[config.mk]
export PLATFORM = sky130hd
export DESIGN_NAME = pixel_replicating_upscaler_flat
export DESIGN_NICKNAME = d
export VERILOG_FILES = /design/src/design/pru_pkg.sv /design/src/design/pru_if.sv /design/src/design/pru_csr.sv /design/src/design/pru_div.sv /design/src/design/pru_datapath.sv /design/src/design/pru_ctrl.sv /design/src/design/pixel_replicating_upscaler.sv /design/src/flat_wrapper.sv
export SDC_FILE = /design/constraint.sdc
export NUM_CORES = 2
export LEC_CHECK = 0
export BUFFER_PORTS_ARGS = -buffer_cell sky130_fd_sc_hd__buf_2
export CAP_MARGIN = 20
export CORE_ASPECT_RATIO = 1.75
export CORE_UTILIZATION = 45
export CTS_BUF_LIST = sky130_fd_sc_hd__clkbuf_2
export DETAILED_ROUTE_END_ITERATION = 6
export GPL_ROUTABILITY_DRIVEN = 0
export GPL_TIMING_DRIVEN = 1
export PLACE_DENSITY = 0.67
export SETUP_SLACK_MARGIN = 0.15
export SYNTH_ARGS = -nofsm -noshare
export SYNTH_HDL_FRONTEND = slang
export SYNTH_SLANG_ARGS = --single-unit
[constraint.sdc]
create_clock -name clock -period 6.1 [get_ports clock]
set_input_delay 1.22 -clock clock [delete_from_list [all_inputs] [get_ports clock]]
set_output_delay 1.22 -clock clock [all_outputs]
set_load 0.02 [all_outputs]
[src/design/pru_pkg.sv]
// Shared constants, types and helper functions of the pixel replicating upscaler.
package pru_pkg;

   localparam int COORD_BITS  = 12;
   localparam int MAX_FACTOR  = 8;
   localparam int COLOUR_BITS = 16;

   localparam int FIELD_COORD_W  = 12;
   localparam int FIELD_COLOUR_W = 16;
   localparam int DIM_W          = 13;
   localparam int CSR_ADDR_W     = 4;
   localparam int CSR_DATA_W     = 32;

   localparam int PROD_W     = FIELD_COORD_W + DIM_W;
   localparam int REM_W      = DIM_W + 1;
   localparam int DIV_CNT_W  = $clog2(PROD_W);
   localparam int CNT_W      = $clog2(MAX_FACTOR + 1);
   localparam int MULT_W     = DIM_W + 3;

   typedef enum logic [1:0] {
      REG_SRC_WIDTH  = 2'd0,
      REG_SRC_HEIGHT = 2'd1,
      REG_DST_WIDTH  = 2'd2,
      REG_DST_HEIGHT = 2'd3
   } reg_index_type;

   typedef struct packed {
      logic [DIM_W-1:0] src_width;
      logic [DIM_W-1:0] src_height;
      logic [DIM_W-1:0] dst_width;
      logic [DIM_W-1:0] dst_height;
   } cfg_type;

   typedef struct packed {
      logic load;
      logic advance;
   } cmd_type;

   typedef struct packed {
      logic div_busy;
      logic last_copy;
   } status_type;

   // a zero dimension counts as one
   function automatic logic [DIM_W-1:0] at_least_one(input logic [DIM_W-1:0] v);
      return (v == '0) ? DIM_W'(1) : v;
   endfunction

   // ceil(d/s) clamped to 1..MAX_FACTOR, by comparing d against k*s
   function automatic logic [CNT_W-1:0] copy_count(input logic [DIM_W-1:0] d_reg,
                                                   input logic [DIM_W-1:0] s_reg);
      logic [MULT_W-1:0] d;
      logic [MULT_W-1:0] s;
      logic [MULT_W-1:0] prod;
      logic [CNT_W-1:0]  c;
      d = MULT_W'(at_least_one(d_reg));
      s = MULT_W'(at_least_one(s_reg));
      c = CNT_W'(MAX_FACTOR);
      for (int k = MAX_FACTOR - 1; k >= 1; k--) begin
         prod = MULT_W'(k) * s;
         if (prod >= d) begin
            c = CNT_W'(k);
         end
      end
      return c;
   endfunction

endpackage

[src/design/pru_if.sv]
// Valid/ready channel interfaces for source pixels and destination copies.
interface pru_req_if;
   import pru_pkg::*;
   logic                      valid;
   logic                      ready;
   logic [FIELD_COORD_W-1:0]  src_x;
   logic [FIELD_COORD_W-1:0]  src_y;
   logic [FIELD_COLOUR_W-1:0] pixel_colour;

   modport source (output valid, output src_x, output src_y, output pixel_colour,
                   input ready);
   modport sink (input valid, input src_x, input src_y, input pixel_colour,
                 output ready);
endinterface

interface pru_rsp_if;
   import pru_pkg::*;
   logic                      valid;
   logic                      ready;
   logic [FIELD_COORD_W-1:0]  dst_x;
   logic [FIELD_COORD_W-1:0]  dst_y;
   logic [FIELD_COLOUR_W-1:0] out_colour;
   logic                      last_copy;

   modport source (output valid, output dst_x, output dst_y, output out_colour,
                   output last_copy, input ready);
   modport sink (input valid, input dst_x, input dst_y, input out_colour,
                 input last_copy, output ready);
endinterface

[src/design/pru_csr.sv]
// APB-style configuration registers holding the image dimensions.
module pru_csr (
   input  logic                           clock,
   input  logic                           reset,
   input  logic                           csr_psel,
   input  logic                           csr_penable,
   input  logic                           csr_pwrite,
   input  logic [pru_pkg::CSR_ADDR_W-1:0] csr_paddr,
   input  logic [pru_pkg::CSR_DATA_W-1:0] csr_pwdata,
   output logic [pru_pkg::CSR_DATA_W-1:0] csr_prdata,
   output logic                           csr_pready,
   output pru_pkg::cfg_type               cfg
);
   import pru_pkg::*;

   cfg_type          cfg_ff;
   logic             wr_en;
   reg_index_type    index;
   logic [DIM_W-1:0] wr_value;
   logic [DIM_W-1:0] rd_value;

   assign csr_pready = 1'b1;
   assign wr_en      = csr_psel && csr_penable && csr_pwrite && csr_pready;
   assign index      = reg_index_type'(csr_paddr[3:2]);
   assign wr_value   = csr_pwdata[DIM_W-1:0];

   always_ff @(posedge clock) begin
      if (reset) begin
         cfg_ff.src_width  <= DIM_W'(200);
         cfg_ff.src_height <= DIM_W'(150);
         cfg_ff.dst_width  <= DIM_W'(800);
         cfg_ff.dst_height <= DIM_W'(600);
      end else if (wr_en) begin
         case (index)
            REG_SRC_WIDTH:  cfg_ff.src_width  <= wr_value;
            REG_SRC_HEIGHT: cfg_ff.src_height <= wr_value;
            REG_DST_WIDTH:  cfg_ff.dst_width  <= wr_value;
            REG_DST_HEIGHT: cfg_ff.dst_height <= wr_value;
            default: ;
         endcase
      end
   end

   always_comb begin
      case (index)
         REG_SRC_WIDTH:  rd_value = cfg_ff.src_width;
         REG_SRC_HEIGHT: rd_value = cfg_ff.src_height;
         REG_DST_WIDTH:  rd_value = cfg_ff.dst_width;
         REG_DST_HEIGHT: rd_value = cfg_ff.dst_height;
         default:        rd_value = '0;
      endcase
   end

   assign csr_prdata = CSR_DATA_W'(rd_value);
   assign cfg        = cfg_ff;

endmodule

[src/design/pru_div.sv]
// Bit-serial restoring divider; keeps the low COORD_BITS of the quotient.
module pru_div (
   input  logic                           clock,
   input  logic                           reset,
   input  logic                           start,
   input  logic [pru_pkg::PROD_W-1:0]     dividend,
   input  logic [pru_pkg::DIM_W-1:0]      divisor,
   output logic                           busy,
   output logic [pru_pkg::COORD_BITS-1:0] quotient
);
   import pru_pkg::*;

   logic                  busy_ff;
   logic [DIV_CNT_W-1:0]  cnt_ff;
   logic [PROD_W-1:0]     dvd_ff;
   logic [DIM_W-1:0]      dsr_ff;
   logic [REM_W-1:0]      rem_ff;
   logic [COORD_BITS-1:0] quo_ff;
   logic [REM_W-1:0]      rem_shift;
   logic                  fits;
   logic [REM_W-1:0]      rem_in;

   assign rem_shift = {rem_ff[REM_W-2:0], dvd_ff[PROD_W-1]};
   assign fits      = rem_shift >= REM_W'(dsr_ff);
   assign rem_in    = fits ? rem_shift - REM_W'(dsr_ff) : rem_shift;

   always_ff @(posedge clock) begin
      if (reset) begin
         busy_ff <= 1'b0;
         cnt_ff  <= '0;
      end else if (start) begin
         busy_ff <= 1'b1;
         cnt_ff  <= DIV_CNT_W'(PROD_W - 1);
      end else if (busy_ff) begin
         if (cnt_ff == '0) begin
            busy_ff <= 1'b0;
         end
         cnt_ff <= cnt_ff - 1'b1;
      end
   end

   always_ff @(posedge clock) begin
      if (start) begin
         dvd_ff <= dividend;
         dsr_ff <= at_least_one(divisor);
         rem_ff <= '0;
         quo_ff <= '0;
      end else if (busy_ff) begin
         dvd_ff <= {dvd_ff[PROD_W-2:0], 1'b0};
         rem_ff <= rem_in;
         quo_ff <= {quo_ff[COORD_BITS-2:0], fits};
      end
   end

   assign busy     = busy_ff;
   assign quotient = quo_ff;

endmodule

[src/design/pru_datapath.sv]
// Datapath: origin dividers, copy counts, copy counters and result fields.
module pru_datapath (
   input  logic                               clock,
   input  logic                               reset,
   input  pru_pkg::cmd_type                   cmd,
   output pru_pkg::status_type                status,
   input  pru_pkg::cfg_type                   cfg,
   input  logic [pru_pkg::FIELD_COORD_W-1:0]  src_x,
   input  logic [pru_pkg::FIELD_COORD_W-1:0]  src_y,
   input  logic [pru_pkg::FIELD_COLOUR_W-1:0] pixel_colour,
   output logic [pru_pkg::FIELD_COORD_W-1:0]  dst_x,
   output logic [pru_pkg::FIELD_COORD_W-1:0]  dst_y,
   output logic [pru_pkg::FIELD_COLOUR_W-1:0] out_colour,
   output logic                               last_copy
);
   import pru_pkg::*;

   logic [CNT_W-1:0]       copy_col_ff;
   logic [CNT_W-1:0]       copy_row_ff;
   logic [CNT_W-1:0]       copies_across_ff;
   logic [CNT_W-1:0]       copies_down_ff;
   logic [COLOUR_BITS-1:0] held_colour_ff;
   logic [COORD_BITS-1:0]  base_col;
   logic [COORD_BITS-1:0]  base_row;
   logic                   busy_x;
   logic                   busy_y;
   logic [PROD_W-1:0]      prod_x;
   logic [PROD_W-1:0]      prod_y;
   logic                   col_end;
   logic                   row_end;
   logic [COORD_BITS-1:0]  col_sum;
   logic [COORD_BITS-1:0]  row_sum;

   assign prod_x = PROD_W'(src_x) * PROD_W'(at_least_one(cfg.dst_width));
   assign prod_y = PROD_W'(src_y) * PROD_W'(at_least_one(cfg.dst_height));

   pru_div u_div_x (
      .clock    (clock),
      .reset    (reset),
      .start    (cmd.load),
      .dividend (prod_x),
      .divisor  (cfg.src_width),
      .busy     (busy_x),
      .quotient (base_col)
   );

   pru_div u_div_y (
      .clock    (clock),
      .reset    (reset),
      .start    (cmd.load),
      .dividend (prod_y),
      .divisor  (cfg.src_height),
      .busy     (busy_y),
      .quotient (base_row)
   );

   assign col_end = (copy_col_ff + 1'b1) == copies_across_ff;
   assign row_end = (copy_row_ff + 1'b1) == copies_down_ff;

   always_ff @(posedge clock) begin
      if (reset) begin
         copy_col_ff      <= '0;
         copy_row_ff      <= '0;
         copies_across_ff <= CNT_W'(1);
         copies_down_ff   <= CNT_W'(1);
      end else if (cmd.load) begin
         copy_col_ff      <= '0;
         copy_row_ff      <= '0;
         copies_across_ff <= copy_count(cfg.dst_width, cfg.src_width);
         copies_down_ff   <= copy_count(cfg.dst_height, cfg.src_height);
      end else if (cmd.advance) begin
         if (col_end && row_end) begin
            copy_col_ff <= '0;
            copy_row_ff <= '0;
         end else if (col_end) begin
            copy_col_ff <= '0;
            copy_row_ff <= copy_row_ff + 1'b1;
         end else begin
            copy_col_ff <= copy_col_ff + 1'b1;
         end
      end
   end

   always_ff @(posedge clock) begin
      if (reset) begin
         held_colour_ff <= '0;
      end else if (cmd.load) begin
         held_colour_ff <= COLOUR_BITS'(pixel_colour);
      end
   end

   // destination coordinates wrap at COORD_BITS
   assign col_sum = base_col + COORD_BITS'(copy_col_ff);
   assign row_sum = base_row + COORD_BITS'(copy_row_ff);

   assign dst_x      = FIELD_COORD_W'(col_sum);
   assign dst_y      = FIELD_COORD_W'(row_sum);
   assign out_colour = FIELD_COLOUR_W'(held_colour_ff);
   assign last_copy  = col_end && row_end;

   assign status.div_busy  = busy_x || busy_y;
   assign status.last_copy = col_end && row_end;

   a_col_range: assert property (@(posedge clock) disable iff (reset)
      copy_col_ff < copies_across_ff)
      else $error("copy column beyond copy count");

   a_row_range: assert property (@(posedge clock) disable iff (reset)
      copy_row_ff < copies_down_ff)
      else $error("copy row beyond copy count");

   a_dividers_together: assert property (@(posedge clock) disable iff (reset)
      busy_x == busy_y)
      else $error("origin dividers out of step");

endmodule

[src/design/pru_ctrl.sv]
// Controller: accepts a pixel, waits for the origin division, emits the copies.
module pru_ctrl (
   input  logic                clock,
   input  logic                reset,
   input  logic                req_valid,
   output logic                req_ready,
   output logic                rsp_valid,
   input  logic                rsp_ready,
   output pru_pkg::cmd_type    cmd,
   input  pru_pkg::status_type status
);
   import pru_pkg::*;

   typedef enum logic [1:0] {
      IDLE,
      DIVIDE,
      EMIT
   } state_type;

   state_type state_ff;
   logic      req_ready_ff;
   logic      rsp_valid_ff;

   assign cmd.load    = req_valid && req_ready_ff;
   assign cmd.advance = rsp_valid_ff && rsp_ready;

   always_ff @(posedge clock) begin
      if (reset) begin
         state_ff     <= IDLE;
         req_ready_ff <= 1'b0;
         rsp_valid_ff <= 1'b0;
      end else begin
         case (state_ff)
            IDLE: begin
               if (cmd.load) begin
                  state_ff     <= DIVIDE;
                  req_ready_ff <= 1'b0;
               end else begin
                  req_ready_ff <= 1'b1;
               end
            end
            DIVIDE: begin
               if (!status.div_busy) begin
                  state_ff     <= EMIT;
                  rsp_valid_ff <= 1'b1;
               end
            end
            EMIT: begin
               if (cmd.advance && status.last_copy) begin
                  state_ff     <= IDLE;
                  rsp_valid_ff <= 1'b0;
                  req_ready_ff <= 1'b1;
               end
            end
            default: begin
               state_ff     <= IDLE;
               req_ready_ff <= 1'b0;
               rsp_valid_ff <= 1'b0;
            end
         endcase
      end
   end

   assign req_ready = req_ready_ff;
   assign rsp_valid = rsp_valid_ff;

   a_load_starts_div: assert property (@(posedge clock) disable iff (reset)
      cmd.load |=> status.div_busy)
      else $error("divider not started by accepted pixel");

   a_one_side: assert property (@(posedge clock) disable iff (reset)
      !(req_ready_ff && rsp_valid_ff))
      else $error("input open while copies pending");

   a_last_reopens: assert property (@(posedge clock) disable iff (reset)
      cmd.advance && status.last_copy |=> req_ready_ff && !rsp_valid_ff)
      else $error("input not reopened after final copy");

endmodule

[src/design/pixel_replicating_upscaler.sv]
// Top level of the pixel replicating upscaler.
//
// Usage: source pixels (src_x, src_y, pixel_colour) arrive on the req channel;
// for each one the block sends a block of copies on the rsp channel, row by
// row and left to right, with last_copy set on the final copy. The block is
// ceil(dst/src) copies on each axis, clamped to MAX_FACTOR, starting at
// floor(src*dst/src_dim). Dimensions are set through the csr APB port while
// the block is idle; a zero dimension counts as one.
// Timing: two bit-serial dividers work out the block origin of each taken
// pixel, one quotient bit per cycle over the PROD_W (25) bits of the dividend.
// The first copy is offered in the cycle after the dividers finish, and copies
// then leave at one per cycle while the receiver is ready. A new pixel is taken
// only after the last copy of the block has been accepted.
// When the receiver stalls the current copy holds on rsp and no new pixel is
// taken. Reset loads the default dimensions 200x150 to 800x600 and drops
// both valid and ready; req_ready rises the cycle after reset ends.
module pixel_replicating_upscaler (
   input  logic                           clock,
   input  logic                           reset,
   pru_req_if.sink                        req,
   pru_rsp_if.source                      rsp,
   input  logic                           csr_psel,
   input  logic                           csr_penable,
   input  logic                           csr_pwrite,
   input  logic [pru_pkg::CSR_ADDR_W-1:0] csr_paddr,
   input  logic [pru_pkg::CSR_DATA_W-1:0] csr_pwdata,
   output logic [pru_pkg::CSR_DATA_W-1:0] csr_prdata,
   output logic                           csr_pready
);
   import pru_pkg::*;

   cfg_type    cfg;
   cmd_type    cmd;
   status_type status;

   pru_csr u_csr (
      .clock       (clock),
      .reset       (reset),
      .csr_psel    (csr_psel),
      .csr_penable (csr_penable),
      .csr_pwrite  (csr_pwrite),
      .csr_paddr   (csr_paddr),
      .csr_pwdata  (csr_pwdata),
      .csr_prdata  (csr_prdata),
      .csr_pready  (csr_pready),
      .cfg         (cfg)
   );

   pru_ctrl u_ctrl (
      .clock     (clock),
      .reset     (reset),
      .req_valid (req.valid),
      .req_ready (req.ready),
      .rsp_valid (rsp.valid),
      .rsp_ready (rsp.ready),
      .cmd       (cmd),
      .status    (status)
   );

   pru_datapath u_datapath (
      .clock        (clock),
      .reset        (reset),
      .cmd          (cmd),
      .status       (status),
      .cfg          (cfg),
      .src_x        (req.src_x),
      .src_y        (req.src_y),
      .pixel_colour (req.pixel_colour),
      .dst_x        (rsp.dst_x),
      .dst_y        (rsp.dst_y),
      .out_colour   (rsp.out_colour),
      .last_copy    (rsp.last_copy)
   );

endmodule

[src/flat_wrapper.sv]
// flat-port wrapper written by rule: the top's interface ports become plain ports
module pixel_replicating_upscaler_flat import pru_pkg::*;
  (clock, reset, csr_psel, csr_penable, csr_pwrite, csr_paddr, csr_pwdata, csr_prdata, csr_pready, req_valid, req_src_x, req_src_y, req_pixel_colour, req_ready, rsp_valid, rsp_dst_x, rsp_dst_y, rsp_out_colour, rsp_last_copy, rsp_ready);
  pru_req_if req_i ();
  pru_rsp_if rsp_i ();
  input  logic clock;
  input  logic reset;
  input  logic csr_psel;
  input  logic csr_penable;
  input  logic csr_pwrite;
  input  logic [pru_pkg::CSR_ADDR_W-1:0] csr_paddr;
  input  logic [pru_pkg::CSR_DATA_W-1:0] csr_pwdata;
  output logic [pru_pkg::CSR_DATA_W-1:0] csr_prdata;
  output logic csr_pready;
  input wire logic [$bits(req_i.valid)-1:0] req_valid;
  input wire logic [$bits(req_i.src_x)-1:0] req_src_x;
  input wire logic [$bits(req_i.src_y)-1:0] req_src_y;
  input wire logic [$bits(req_i.pixel_colour)-1:0] req_pixel_colour;
  output wire logic [$bits(req_i.ready)-1:0] req_ready;
  output wire logic [$bits(rsp_i.valid)-1:0] rsp_valid;
  output wire logic [$bits(rsp_i.dst_x)-1:0] rsp_dst_x;
  output wire logic [$bits(rsp_i.dst_y)-1:0] rsp_dst_y;
  output wire logic [$bits(rsp_i.out_colour)-1:0] rsp_out_colour;
  output wire logic [$bits(rsp_i.last_copy)-1:0] rsp_last_copy;
  input wire logic [$bits(rsp_i.ready)-1:0] rsp_ready;
  assign req_i.valid = req_valid;
  assign req_i.src_x = req_src_x;
  assign req_i.src_y = req_src_y;
  assign req_i.pixel_colour = req_pixel_colour;
  assign req_ready = req_i.ready;
  assign rsp_valid = rsp_i.valid;
  assign rsp_dst_x = rsp_i.dst_x;
  assign rsp_dst_y = rsp_i.dst_y;
  assign rsp_out_colour = rsp_i.out_colour;
  assign rsp_last_copy = rsp_i.last_copy;
  assign rsp_i.ready = rsp_ready;
  pixel_replicating_upscaler u_core (.clock(clock), .reset(reset), .req(req_i), .rsp(rsp_i), .csr_psel(csr_psel), .csr_penable(csr_penable), .csr_pwrite(csr_pwrite), .csr_paddr(csr_paddr), .csr_pwdata(csr_pwdata), .csr_prdata(csr_prdata), .csr_pready(csr_pready));
endmodule
### Word-level counts from Yosys, hierarchy flattened

Index checks and enable logic that the tools add are counted.

* register bits after elaboration: 226
* bits of input ports: 83
* output and inout bits: 76
* logic and storage cells: 148

* add/subtract/negate cells: 8
* multiply operators: 10
* order comparisons: 16
* eq/ne operators: 10
* muxes and demuxes: 49
* bitwise operators: 2
* reductions and logical operators: 27

Operators with widths (count)
* two-way mux 25 bit: 4
* greater-or-equal comparator 16 x 13 -> 1 bit: 6
* two-way mux 13 bit: 6
* two-way mux 4 bit: 18
* multiplier 3 x 13 -> 16 bit, first input constant: 4
* greater-or-equal comparator 15 x 13 -> 1 bit: 4
* multiplier 2 x 13 -> 15 bit, first input constant: 4
* greater-or-equal comparator 14 x 13 -> 1 bit: 4
* logical NOT 13 bit: 4
* one-hot mux 13 bit (4 select lines): 1
* multiplier 12 x 13 -> 25 bit: 2
* greater-or-equal comparator 13 bit: 2
* subtractor 13 bit: 2
* adder 12 x 4 -> 12 bit: 2
* two-way mux 5 bit: 4
* AND reduction 2 bit: 6
* logical NOT 5 bit: 2
* two-way mux 1 bit: 10
* subtractor 5 x 1 -> 5 bit, second input constant: 2
* adder 4 x 1 -> 4 bit, second input constant: 2
* equality test 4 bit: 2
* equality test 2 bit, second input constant: 3
* logical AND 1 bit: 6
* two-way mux 2 bit: 3
* 10 further kinds: 19

### Logic depth before layout (Yosys ltp)

* depth after elaboration: 11
* gate-level depth with buffers: 28
* depth with buffers taken out: 28

### Modules after synthesis

From an unflattened synthesis, not the netlist that was laid out.

* cells, all modules: 3328
* area, all modules: 29712.2 sq um

By module, submodules not included
* pru_datapath: instances 1, cells each 2403, area each 19826.5 sq um, sequential area each 640.6 sq um
* pru_div at u_core.u_datapath.u_div_x: instances 1, cells each 330, area each 3523.4 sq um, sequential area each 1761.7 sq um
* pru_div at u_core.u_datapath.u_div_y: instances 1, cells each 320, area each 3507.1 sq um, sequential area each 1761.7 sq um
* pru_csr: instances 1, cells each 252, area each 2658.8 sq um, sequential area each 1041.0 sq um
* pru_ctrl: instances 1, cells each 23, area each 196.4 sq um, sequential area each 80.1 sq um

### Worst setup path before layout

No wires, ideal clock.

* kind: input to register
* start: input req_src_x[5]
* end: register u_core.u_datapath.u_div_x.dvd_ff[23] (data pin)
* setup time: 0.267 ns
* arrival: 6.212 ns
* data required time: 5.833 ns
* path slack: -0.378 ns
* stages: 19
* path buffers: 1
* path through: clkbuf_1 > nand2_1 > fa_1 > fa_1 > fa_1 > inv_1 > fa_1 > inv_1 > fa_1 > inv_1 > ha_1 > or4_1 > o221ai_1 > a21boi_0 > a211oi_1 > o21ai_0 > o41ai_1 > xor2_1 > o21ai_0

* longest elaborated chain between the ends: 2

RTL lines
* start: declaration: RTL line flat_wrapper.sv:16 `input wire logic [$bits(req_i.src_x)-1:0] req_src_x;`
* multiplier 12 x 13 -> 25 bit: RTL line pru_datapath.sv:34 `assign prod_x = PROD_W'(src_x) * PROD_W'(at_least_one(cfg.dst_width));`
* two-way mux 25 bit: RTL line pru_div.sv:43 `if (start) begin`
* end signal: assignment: RTL line pru_div.sv:44 `dvd_ff <= dividend;`
* end signal: assignment: RTL line pru_div.sv:49 `dvd_ff <= {dvd_ff[PROD_W-2:0], 1'b0};`
* end: declaration: RTL line pru_div.sv:15 `logic [PROD_W-1:0] dvd_ff;`

No other way between the ends.
A chain may end at the register's enable or synchronous reset.

### Final worst setup path

* start: register u_core.u_csr.cfg_ff, in the netlist u_core.u_csr.cfg[19]
* end: register u_core.u_datapath.u_div_x.dvd_ff[24] (data pin)

* longest elaborated chain between the ends: 4

RTL lines
* start: declaration: RTL line pru_csr.sv:16 `cfg_type cfg_ff;`
* logical NOT 13 bit: RTL line pru_pkg.sv:46 `return (v == '0) ? DIM_W'(1) : v;`
* two-way mux 13 bit *: RTL line pru_pkg.sv:46
* multiplier 12 x 13 -> 25 bit *: RTL line pru_datapath.sv:34
* two-way mux 25 bit *: RTL line pru_div.sv:43

Every way passes the cells marked *; elsewhere a longest branch is shown, timed or not.

==> results.md <==
Synth:
- The primary flip-flop cell chosen by synthesis mapping is dfxtp_1.
- Summing the areas of all compound-gate instances in the mapped netlist gives 13.5% of the synthesized area.
- The synthesized design contains 76 enable-type register cells.
- By area, the combinational part of the netlist is dominated by adder cells.
- In this run, synthesis produced a sequential element count of 226.
- The biggest area contributor in the post-synthesis netlist is ha_1.
- After synthesis, flip-flops and latches occupy 18.6% of the total area.
- The async set-or-reset flop fraction in the synthesized netlist is 0%.
- The average size of a mapped cell is 8.54 um2.
- The synthesized netlist devotes 4.45% of its cell area to XOR and XNOR gates.
- The netlist area before placement is 28,400 um2.
- The mux share of post-synthesis cell area is 2.64%.
- The number of distinct standard cells referenced by the synthesized netlist is 81.
- After Yosys synthesis, and, or, nand and nor cells account for 16.4% of the synthesized area.
- Ranked by total cell area, the synthesized netlist is headed by ha_1, fa_1, dfxtp_1.
- Summed over its instances, the top area cell type makes up 19.0% of the synthesized netlist area.
- The number of warning messages in the yosys log is 0.
- Synthesis handed over a netlist of 3,324 instances.
- Of the total synthesized cell area, the portion taken by full adders, half adders and majority gates is 36.4%.

Placement:
- Once placement completed, the tool counted placed cells totaling 4,293.
- The count of port buffers added during placement is 117.
- After legalization and detailed placement, the total HPWL measured 60,100 um.
- Prior to clock tree synthesis, the placed netlist has a worst setup slack of -0.488 ns.

STA:
- Measured against its own limit, the worst slew margin works out to 37.3%.
- The shortest clock period the worst path allows after layout is 5.80 ns.
- The worst hold-check slack is 0.418 ns.
- The hold violation total from the final report came to 0.
- Setup repair after global routing left no endpoint under its margin.
- At the pin with the least slew margin, the transition time is 0.937 ns.
- Setup violations remaining at the end of the flow were counted as 0.
- Once routing completed, OpenROAD measured the worst setup slack at 0.300 ns.
- For the final database, setup skew stands at 0.0933 ns.
- The final count of pins violating max slew is 0.
- The maximum achievable frequency is 172 MHz.
- After layout, the worst path uses 95.1% of the clock period.

Pwr:
- Per report_power, the sequential group accounts for 30.4% of the total.
- The share of total power consumed by net switching is 41.2%.
- The internal portion of total power is 3620 uW.
- For this design the static power due to leakage is 0.0157 uW.
- The overall power after layout is 6160 uW.
- IR analysis of the VDD net gives a maximum drop of 0.000165 V.
- Combinational cells account for 52.2% of the total power.
- Dividing total power by cell area gives a power density of 194 nW/um2.
- The clock network is responsible for 17.4% of the overall power.
- The net load switching power is 2540 uW.

Critical path:
- In this run the worst path has a maximum fanout of 5.
- The critical path start-end classification is reg -> reg.
- At the worst endpoint, the required time is 6.85 ns.
- The worst flop-to-flop path startpoint is u_core.u_csr.cfg[19].
- The number of cells on the worst reg-to-reg path is 22.
- The setup slack of the worst register-to-register path is 0.30 ns.
- The data arrival time at the worst-slack endpoint is 6.55 ns.
- The critical path goes through nor4_4, a41oi_2, inv_2, buf_6, nand2_1, fa_2, fa_1, inv_2, ha_4, fa_1, inv_1, fa_1, inv_1, ha_4, o2111ai_2, nand4b_1, o311ai_4, a41oi_2, o41a_1, o31ai_2, xnor2_1, o21ai_1.
- The kind of start point of the critical path is a register.
- The cell repeated most along the worst path is fa_1.
- The delay of the slowest critical-path stage is 0.53 ns.
- The gate family responsible for the most delay along the worst path is adder cells.
- The number of buffers and inverters on the critical path is 5.
- The type of element capturing the critical path is a register.
- The worst flop-to-flop path endpoint is u_core.u_datapath.u_div_x.dvd_ff[24].
- The slowest stage of the critical path belongs to the cell fa_1.

Route:
- In the routed design, unresolved DRC markers number 0.
- The number of search-and-repair iterations in the first detailed-routing pass is 7.
- The routed layout has 24.1k vias.
- The count of antenna-violating nets left after detailed routing is 0.
- After detailed routing, the total wire length is 75,600 um.
- The average vias per placed instance is 5.46.
- The average routed wire per standard cell is 17.2 um.
- The count of routing violations after the opening detailed-route iteration is 1,033.

Clock tree:
- Counting the buffers created by CTS gives 59.
- The clock-pin slew on the worst setup and hold paths is 0.12 ns.
- TritonCTS built the clock tree.
- The count of hold-fix buffers inserted at cts is 0.
- The H-tree was split into 2 levels.
- The later pin in the worst-skew pair is clocked with a latency of 1.08 ns.
- The buffer levels on the longest clock path is 3.
- In this run the clock root is driven by a clkbuf_2.
- The number of sinks handled by clock tree synthesis is 226.

Min path:
- The number of cells on the worst hold path is 3.
- The path class of the lowest-slack min-delay path is in -> reg.
- For hold timing, the worst endpoint is u_core.u_datapath.out_colour[3].
- The origin of the worst min-delay path is req_pixel_colour[3].

GRT:
- After global routing the overflow that remains totals 0.
- The number of antenna violations at the first check in global routing is 4.
- The via count of the first global-routing pass is 24.6k.
- The overall global routing resource usage is 24.2%.
- The first global-routing pass estimated 123,000 um of wire.
- The largest net degree at the start of global routing is 59.

Floorplanning:
- For this design the top-level I/O count stands at 159.
- After floorplanning, the core was sized to cover 62,200 um2.
- The die is 334 um tall.
- The initialized floorplan defines 121 standard-cell rows.
- Once the floorplan was initialized, standard cells occupied 45.6% of the core.
- The floorplan die area is 64,100 um2.
- The die outline width is 192 um.

Cells and area:
- The number of fillers in the final layout is 6,041.
- Excluding fillers, the count of instances in the completed layout stands at 4,408.
- The top cell types in the final layout, fill and taps aside, are nand2_1, inv_1, ha_1, fa_1, a21oi_1.
- Of the cells placed in the final design, the portion with a size suffix greater than 1 is 13.8%.
- The final layout contains 4,322 nets.
- The layout overhead on the synthesized area is 12.0%.
- The most common cell after layout, fill and taps aside is nand2_1.

Outcome:
- The flow ran to the end, and the final reports show no timing, DRC or antenna violations.

Flow run:
- The max capacitance violation total is 0.
## area by class of cell
class	count	area (um2)	share of cell area, %
antenna	3	7.51	0.0236
multi-input combinational	2536	21300	67.1
tap	799	1000	3.15
clock inverter	17	83.8	0.264
timing repair buffer	295	1950	6.15
clock buffer	87	435	1.37
sequential	226	5290	16.6
inverter	445	1670	5.26
## how the worst max path moves through the flow
stage,cells past startpoint,start,endpoint
2_1_floorplan,19,req_src_y[10],u_core.u_datapath.u_div_y.dvd_ff[21]
3_3_place_gp,18,req_src_y[11],u_core.u_datapath.u_div_y.dvd_ff[21]
3_5_place_dp,19,req_src_y[5],u_core.u_datapath.u_div_y.dvd_ff[21]
4_1_cts,24,u_core.u_csr.cfg[14],u_core.u_datapath.u_div_x.dvd_ff[22]
5_1_grt,22,u_core.u_csr.cfg[19],u_core.u_datapath.u_div_x.dvd_ff[24]
6_report,22,u_core.u_csr.cfg[19],u_core.u_datapath.u_div_x.dvd_ff[24]
## cells in the mapped netlist, types with 7 or more instances
master and instances:
nand3_1 54, mux4_2 13, a21boi_0 7, o211ai_1 26, nor2b_1 27, nand4_1 18, o31ai_1 15, xor2_1 51
nor2_1 162, o21ai_0 159, or3_1 13, nor3_1 29, a31oi_1 13, nor4_1 16, ha_1 430, a2111oi_0 7
edfxtp_1 76, o21bai_1 7, and3_1 19, nand2_1 484, buf_1 7, a211oi_1 24, fa_1 246, or2_2 9
o21a_1 30, clkbuf_1 102, xnor2_1 93, a21oi_1 223, and2_1 118, mux2i_1 41, dfxtp_1 150, or4_1 8
a21o_1 54, buf_4 21, nand2b_1 30, inv_1 443
## cell families (layout without fill, tap and decap cells)
| family | after synthesis | in the layout |
|---|---|---|
| adders and majority gates | 677 | 677 |
| xor gates and xnor gates | 144 | 144 |
| DFF | 226 | 226 |
| buffers and inverters | 580 | 844 |
| muxes | 58 | 58 |
| and+or+nand+nor | 1010 | 1010 |
| AOI/OAI and AO/OA | 627 | 627 |
| other | 2 | 23 |
## routing by layer
metal,track usage (%),up-vias,share of wire (%)
met5,0,-,0.034
met4,11.8,4,5.0
met3,2.64,195,4.2
met2,44.5,607,51
met1,27.2,11600,39
li1,-,11600,-
## state kept, by name, summed over array words and instances (netlist names), 12 cells and up
| signal | flops |
|---|---|
| u_core.u_datapath.u_div_y.dsr_ff | 13 |
| u_core.u_datapath.u_div_x.dsr_ff | 13 |
| u_core.u_datapath.u_div_y.dvd_ff | 25 |
| u_core.u_datapath.u_div_y.rem_ff | 13 |
| u_core.u_datapath.out_colour | 16 |
| u_core.u_datapath.u_div_x.dvd_ff | 25 |
| u_core.u_datapath.u_div_x.quotient | 12 |
| u_core.u_csr.cfg | 52 |
| u_core.u_datapath.u_div_y.quotient | 12 |
| u_core.u_datapath.u_div_x.rem_ff | 13 |
## worst register-to-register path, delay by kind of cell, from the launching register on
| kind | cells | cell delay, ns |
|---|---|---|
| adders and majority gates | 6 | 2.38 |
| DFF | 1 | 0.36 |
| buffers and inverters | 5 | 0.47 |
| and+or+nand+nor | 3 | 0.59 |
| xor gates and xnor gates | 1 | 0.16 |
| AOI/OAI and AO/OA | 7 | 1.57 |
## power groups by stage
stage	registers [uW]	clock network [uW]	logic, uW
2_1_floorplan	1880	0	2230
3_3_place_gp	1900	0	3100
3_5_place_dp	1910	0	3150
4_1_cts	1880	1120	3170
5_1_grt	1900	1190	3650
6_report	1870	1070	3220
## repair_timing
action | CTS | global route
pin swaps | 2 | 43
setup buffers | 0 | 8
endpoints found under the setup margin | 8 | 19
resized for setup | 11 | 42
## stage by stage
stage | setup TNS [ns] | cell area, um2 | util, %
floorplan | 0 | 28800 | -
global placement | -3.14 | 31000 | 49.8
detailed placement | -3.77 | 31000 | 49.8
CTS | 0 | 31500 | 50.7
global route | 0 | 31800 | 51.1
finish | 0 | 31800 | 51.1
Power figures use the tool's default switching activity.
